<file path="src/rtl/mpr_pkg.sv">
`timescale 1ns / 1ps
// ----------------------------------------------------------------------------
// mpr_pkg: shared types and constants of the mask pixel to RGBA8 unit
// Register indexes, channel numbering, configuration bundle and the
// per-channel scale operands passed from the front end to the divider.
// ----------------------------------------------------------------------------
package mpr_pkg;

	localparam int NUM_CH = 4;
	localparam int WORD_W = 32;
	localparam int NUM_W  = WORD_W + 8;   // value * 255 fits in 40 bits
	localparam int CH_W   = 8;
	localparam int BPP_W  = 6;
	localparam int IDX_W  = 3;

	localparam int CH_RED   = 0;
	localparam int CH_GREEN = 1;
	localparam int CH_BLUE  = 2;
	localparam int CH_ALPHA = 3;

	localparam logic [IDX_W-1:0] REG_RED_MASK      = 3'd0;
	localparam logic [IDX_W-1:0] REG_GREEN_MASK    = 3'd1;
	localparam logic [IDX_W-1:0] REG_BLUE_MASK     = 3'd2;
	localparam logic [IDX_W-1:0] REG_ALPHA_MASK    = 3'd3;
	localparam logic [IDX_W-1:0] REG_ALPHA_PRESENT = 3'd4;
	localparam logic [IDX_W-1:0] REG_BPP           = 3'd5;

	localparam logic [BPP_W-1:0] BPP_DERIVE = 6'd0;
	localparam logic [BPP_W-1:0] BPP_8      = 6'd8;
	localparam logic [BPP_W-1:0] BPP_16     = 6'd16;
	localparam logic [BPP_W-1:0] BPP_24     = 6'd24;
	localparam logic [BPP_W-1:0] BPP_32     = 6'd32;

	localparam logic [CH_W-1:0] CH_FULL = 8'hFF;

	typedef struct packed {
		logic [NUM_CH-1:0][WORD_W-1:0] mask;
		logic                          alpha_present;
		logic [BPP_W-1:0]              bpp;
	} mpr_cfg_t;

	// Operands for one channel: numerator, divisor 2^run-1, and a flag that
	// forces the channel to full scale.
	typedef struct packed {
		logic [NUM_W-1:0]  num;
		logic [WORD_W-1:0] den;
		logic              force_max;
	} mpr_scale_t;

	typedef mpr_scale_t [NUM_CH-1:0] mpr_scale_vec_t;
	typedef logic [NUM_CH-1:0][CH_W-1:0] mpr_chan_vec_t;

endpackage

</file>
<file path="src/rtl/mpr_front.sv">
`timescale 1ns / 1ps
// ----------------------------------------------------------------------------
// mpr_front: pixel cut, channel extraction and scale operand setup
// Three stages: width select and mask trailing-zero count, barrel shift of
// the masked pixel and the mask, then run length and value * 255.
// ----------------------------------------------------------------------------
module mpr_front import mpr_pkg::*; (
	input  logic           clk,
	input  logic           arst_n,
	input  mpr_cfg_t       cfg,
	input  logic           in_valid,
	output logic           in_ready,
	input  logic [31:0]    pixel_word,
	output logic           out_valid,
	input  logic           out_ready,
	output mpr_scale_vec_t out_lanes
);

	// Count of trailing zeros in five halving steps; 32 for a zero word.
	function automatic logic [5:0] trail_zeros(input logic [WORD_W-1:0] x);
		logic [WORD_W-1:0] v;
		logic [5:0]        n;
		v = x;
		n = '0;
		if (x == '0) begin
			n = 6'd32;
		end else begin
			if (v[15:0] == '0) begin
				n = n + 6'd16;
				v = v >> 16;
			end
			if (v[7:0] == '0) begin
				n = n + 6'd8;
				v = v >> 8;
			end
			if (v[3:0] == '0) begin
				n = n + 6'd4;
				v = v >> 4;
			end
			if (v[1:0] == '0) begin
				n = n + 6'd2;
				v = v >> 2;
			end
			if (v[0] == 1'b0) begin
				n = n + 6'd1;
			end
		end
		return n;
	endfunction

	logic                          v_s1, v_s2, v_s3;
	logic                          rdy_s1, rdy_s2, rdy_s3;
	logic [WORD_W-1:0]             pixel_s1;
	logic [NUM_CH-1:0][5:0]        shift_s1;
	logic [NUM_CH-1:0]             force_s1;
	logic [NUM_CH-1:0][WORD_W-1:0] value_s2;
	logic [NUM_CH-1:0][WORD_W-1:0] mshift_s2;
	logic [NUM_CH-1:0]             force_s2;
	mpr_scale_vec_t                lanes_s3;

	logic [WORD_W-1:0]             all_mask;
	logic [BPP_W-1:0]              width;
	logic [WORD_W-1:0]             pixel_cut;
	logic [NUM_CH-1:0][5:0]        shift_d;
	logic [NUM_CH-1:0]             force_d;
	logic [NUM_CH-1:0][WORD_W-1:0] value_d;
	logic [NUM_CH-1:0][WORD_W-1:0] mshift_d;
	mpr_scale_vec_t                lanes_d;

	// A stage takes a new beat when it is empty or its beat moves on.
	assign rdy_s3   = !v_s3 || out_ready;
	assign rdy_s2   = !v_s2 || rdy_s3;
	assign rdy_s1   = !v_s1 || rdy_s2;
	assign in_ready = rdy_s1;

	// Stage 1: pixel width and trailing zeros of every mask.
	always_comb begin
		all_mask = cfg.mask[CH_RED] | cfg.mask[CH_GREEN] | cfg.mask[CH_BLUE]
			| cfg.mask[CH_ALPHA];
		if (cfg.bpp != BPP_DERIVE) begin
			width = cfg.bpp;
		end else if (all_mask == '0 || all_mask[31:16] != '0) begin
			width = BPP_32;
		end else if (all_mask[15:8] != '0) begin
			width = BPP_16;
		end else begin
			width = BPP_8;
		end
		case (width)
			BPP_32:  pixel_cut = pixel_word;
			BPP_24:  pixel_cut = {8'h00, pixel_word[23:0]};
			BPP_16:  pixel_cut = {16'h0000, pixel_word[15:0]};
			BPP_8:   pixel_cut = {24'h000000, pixel_word[7:0]};
			default: pixel_cut = '0;
		endcase
		for (int c = 0; c < NUM_CH; c++) begin
			shift_d[c] = trail_zeros(cfg.mask[c]);
			force_d[c] = (cfg.mask[c] == '0);
		end
		if (!cfg.alpha_present) begin
			force_d[CH_ALPHA] = 1'b1;
		end
	end

	// Stage 2: bring each channel and its mask down to bit zero.
	always_comb begin
		for (int c = 0; c < NUM_CH; c++) begin
			value_d[c]  = (pixel_s1 & cfg.mask[c]) >> shift_s1[c];
			mshift_d[c] = cfg.mask[c] >> shift_s1[c];
		end
	end

	// Stage 3: divisor from the run of ones, numerator value * 255.
	always_comb begin
		for (int c = 0; c < NUM_CH; c++) begin
			lanes_d[c].den       = ~({WORD_W{1'b1}} << trail_zeros(~mshift_s2[c]));
			lanes_d[c].num       = {value_s2[c], 8'h00} - {8'h00, value_s2[c]};
			lanes_d[c].force_max = force_s2[c];
		end
	end

	always_ff @(posedge clk or negedge arst_n) begin
		if (!arst_n) begin
			v_s1 <= 1'b0;
			v_s2 <= 1'b0;
			v_s3 <= 1'b0;
		end else begin
			if (rdy_s1) v_s1 <= in_valid;
			if (rdy_s2) v_s2 <= v_s1;
			if (rdy_s3) v_s3 <= v_s2;
		end
	end

	always_ff @(posedge clk) begin
		if (rdy_s1) begin
			pixel_s1 <= pixel_cut;
			shift_s1 <= shift_d;
			force_s1 <= force_d;
		end
		if (rdy_s2) begin
			value_s2  <= value_d;
			mshift_s2 <= mshift_d;
			force_s2  <= force_s1;
		end
		if (rdy_s3) begin
			lanes_s3 <= lanes_d;
		end
	end

	assign out_valid = v_s3;
	assign out_lanes = lanes_s3;

	// A live channel always divides by an odd, nonzero 2^run-1.
	genvar g;
	for (g = 0; g < NUM_CH; g++) begin : g_chk
		a_den_odd: assert property (@(posedge clk) disable iff (!arst_n)
			v_s3 && !lanes_s3[g].force_max |-> lanes_s3[g].den[0])
			else $error("live channel has an even divisor");
	end

endmodule

</file>
<file path="config.mk">
export PLATFORM = sky130hd
export DESIGN_NAME = mpr_front
export DESIGN_NICKNAME = d
export VERILOG_FILES = /design/src/rtl/mpr_pkg.sv /design/src/rtl/mpr_front.sv
export SDC_FILE = /design/constraint.sdc
export NUM_CORES = 2
export LEC_CHECK = 0
export ABC_CLOCK_PERIOD_IN_PS = 9800
export BUFFER_PORTS_ARGS = -buffer_cell sky130_fd_sc_hd__buf_2
export CORE_ASPECT_RATIO = 1.5
export CORE_UTILIZATION = 35
export DETAILED_ROUTE_END_ITERATION = 7
export GPL_TIMING_DRIVEN = 0
export SLEW_MARGIN = 20
export SYNTH_ARGS = -nofsm -noshare
export SYNTH_HDL_FRONTEND = slang
export SYNTH_SLANG_ARGS = --single-unit
</file>
<file path="constraint.sdc">
create_clock -name clk -period 9.8 [get_ports clk]
set_input_delay 2.94 -clock clk [delete_from_list [all_inputs] [get_ports clk]]
set_output_delay 2.94 -clock clk [all_outputs]
set_load 0.03 [all_outputs]
</file>
==> impl_metrics.json <==
{
  "finalCritPeriodShare_pct": 69.9,
  "cts_tree": "yes",
  "routedWlPerCell_um": 24.7,
  "pin_count": 465,
  "slew_violations": 0,
  "seq_area_frac_synth_pct": 44.3,
  "p_total_w": 0.0105,
  "finClkSkew_ns": 0.0242,
  "pre_cts_ws_ns": 2.91,
  "use_met1_pct": 30.1,
  "ys.warnings.count": 0,
  "antenna_found_initial": 43,
  "hold_class": "reg2reg",
  "fmax_mhz": 146,
  "netlist_area_sq_um": 41700,
  "route.detailed.drc": 0,
  "worstReg2RegStart": "value_s2[32]",
  "rsz0062_at_grt": "no",
  "required_ns": 6.86,
  "area_growth_pct": 16.6,
  "viasPerCell": 5.68,
  "drt_wl_total_um": 164000,
  "place.gp.congestion": 1.01,
  "crit_family": "buffers and inverters",
  "synth_cells": 4430,
  "hold_start": "force_s2[1]",
  "met2_usage_pct": 45.9,
  "path_class": "in2out",
  "cts.path.max_buffers": 3,
  "cap_violations": 0,
  "layout-drive-gt1-share_pct": 15.3,
  "start_util_pct": 35.4,
  "dr_total_vias": 37600,
  "cts_resized": 0,
  "status": "finished clean",
  "cts_max_level": 3,
  "ir_worst_vdd_mv": 0.126,
  "io_buffers": 463,
  "fin_nets": 5262,
  "dieArea_sq_um": 120000,
  "crit_fanout": 13,
  "row_count": 154,
  "hold_path_end": "out_lanes[73]",
  "met3_usage_pct": 4.45,
  "post_cts_buffers": 0,
  "synth_top_area_share_pct": 44.1,
  "path_cells": "buf_2, nand4b_1, buf_6, buf_8, buf_6, buf_2",
  "crit_buf_inv": 5,
  "drtIter0Drc": 2800,
  "critPathMaxStageDelay_ns": 0.19,
  "syn_nets": 4701,
  "fin_hold_ws_ns": 0.424,
  "grt_max_degree": 62,
  "r2r_end": "out_lanes[144]",
  "firstDrtPassIters": 6,
  "dpl.hpwl_um": 128000,
  "hold_depth": 0,
  "powerDensity_nw_per_um2": 215,
  "die_height_um": 425,
  "r2r_cells": 11,
  "avgSynthCellArea_sq_um": 9.40,
  "core_sq_um": 118000,
  "grt_usage_pct": 26.2,
  "cts_root_buf": "clkbuf_16",
  "synth-edff-count": 612,
  "cts_buffers": 66,
  "setup_viol": 0,
  "max_slew_margin_pct": 24.0,
  "clkTransAtPathRegs_ns": 0.06,
  "synth_seq_cells": 615,
  "busiest_layer": "met2",
  "ant_nets": 0,
  "hold_buffers": 0,
  "crit_slowest_cell": "buf_2",
  "async_reset_ff_share_pct": 0.488,
  "postPlaceCellArea_sq_um": 46400,
  "fp.dieW_um": 284,
  "critPathArrivalTime_ns": 3.91,
  "fillerInstances": 11800,
  "fin_util_pct": 41.2,
  "reg2reg_setup_slack_ns": 6.06,
  "setup.worst_path.end_class": "output port",
  "mostFrequentLayoutCell": "nor2_1",
  "design_area_sq_um": 48600,
  "startpoint_type": "input port",
  "tightest_slew_ns": 1.13,
  "synthTopCellsByArea": "edfxtp_1 44%, mux2i_1 7.1%, nor2_1 6.0%, a21oi_1 3.7%, nand2_1 3.6%",
  "ys.flop_type": "edfxtp_1",
  "final-hold-violation-count": 0,
  "clk-insertion-delay-late_ns": 0.66,
  "grt.overflow.total": 0,
  "synth.distinct_cells": 100,
  "synth_top_area_cell": "edfxtp_1",
  "grt_pass1_vias": 36900,
  "grt_first_pass_wirelength_um": 236000,
  "period_needed_ns": 6.85,
  "layout_setup_ws_ns": 2.95,
  "p_leak_nw": 19.7,
  "cts_num_sinks": 615,
  "mostFrequentLayoutCells": "667 x nor2_1, 612 x edfxtp_1, 472 x buf_2"
}
area by class of cell:
class	count	area (sq um)	area share, %
multi-input combinational	3364	21500	44.3
sequential	615	18500	38.0
timing repair buffer	493	2750	5.67
tap	1560	1950	4.02
clock buffer	77	1740	3.57
buffer	269	1030	2.12
inverter	182	683	1.41
clock inverter	41	402	0.827
antenna	23	57.6	0.119
cells by family after synthesis:
kind of cell               count (synthesis)  share of synthesized area (%)
adders and majority gates                100                           3.00
muxes                                    390                           11.1
xor gates and xnor gates                 140                           2.94
and+or+nand+nor                         1690                           18.6
AOI/OAI and AO/OA                       1044                           15.9
DFF                                      615                           44.3
buffers and inverters                    451                           4.11
synth_stat cells (8+ instances only):
library cell  number
nand4_1           36
mux2i_1          297
nor2b_1           74
o31a_1             8
mux4_2            55
buf_2              9
or3_1             27
or2_2             26
o22ai_1           21
clkbuf_1         200
nand3_1          167
xnor2_1          107
a21o_1            62
and2_1            62
a31o_2            11
nand2b_1          29
o21ai_0          279
buf_1             59
a211o_1           14
or4_1             12
a31oi_1           50
o21ai_1           14
and3_1            29
o211ai_1           9
a211oi_1          62
mux2_2            38
ha_1             100
nor4_1            20
o221ai_1           8
edfxtp_1         612
nor3_1            86
o22a_1            16
o21a_1            27
and4_1            13
o31ai_1           12
nor2_1           667
inv_1            170
o21bai_1          15
xor2_1            33
o32ai_1           12
o32a_1            27
nand2_1          398
a21oi_1          308
routing by layer:
metal	up-vias	wire length [um]	part of all wire, %
li1	17400	-	-
met5	-	245	0.15
met2	1674	80500	49
met1	18000	63100	39
met3	492	10400	6.3
met4	34	9460	5.8
registers in the layout, indices dropped and copies added (netlist names):
name	flops
out_lanes	292
out_valid	1
force_s2	4
shift_s1	24
pixel_s1	32
v_s2	1
v_s1	1
force_s1	4
mshift_s2	128
value_s2	128
where the power goes:
| group | switching, W | leakage [nW] | internal, W |
|---|---|---|---|
| combinational | 0.00267 | 12.2 | 0.00136 |
| clock | 0.00109 | 1.03 | 0.00142 |
| sequential | 0.000274 | 6.48 | 0.00363 |
worst max-delay path by stage:
stage	from	endpoint	slack, ns	cells after the start
global route	out_ready	in_ready	2.89	6
finish	out_ready	in_ready	2.95	6
global placement	out_ready	mshift_s2[98]	-5.19	2
floorplan	out_ready	force_s2[0]	-1.47	1
CTS	out_ready	in_ready	2.95	6
detailed placement	cfg[95]	pixel_s1[17]	2.91	10
worst reg2reg max path, stage by stage, from the launching register on:
cell and delay, ns:
edfxtp_1 0.49, inv_1 0.09, ha_1 0.23, nor4b_1 0.18, a311oi_1 0.34, o21ai_1 0.18
a2111oi_0 0.78, o41ai_1 0.33, a2111o_1 0.47, nand2_1 0.12, nand4_1 0.14, xnor2_1 0.15
metrics by stage:
stage               cells  setup TNS, ns
detailed placement   6483              0
floorplan            4430        -381.91
CTS                  6601              0
global placement     6453       -1339.90
global route         6608              0
finish               6624              0
No activity file was read; power rests on OpenSTA's default activity.
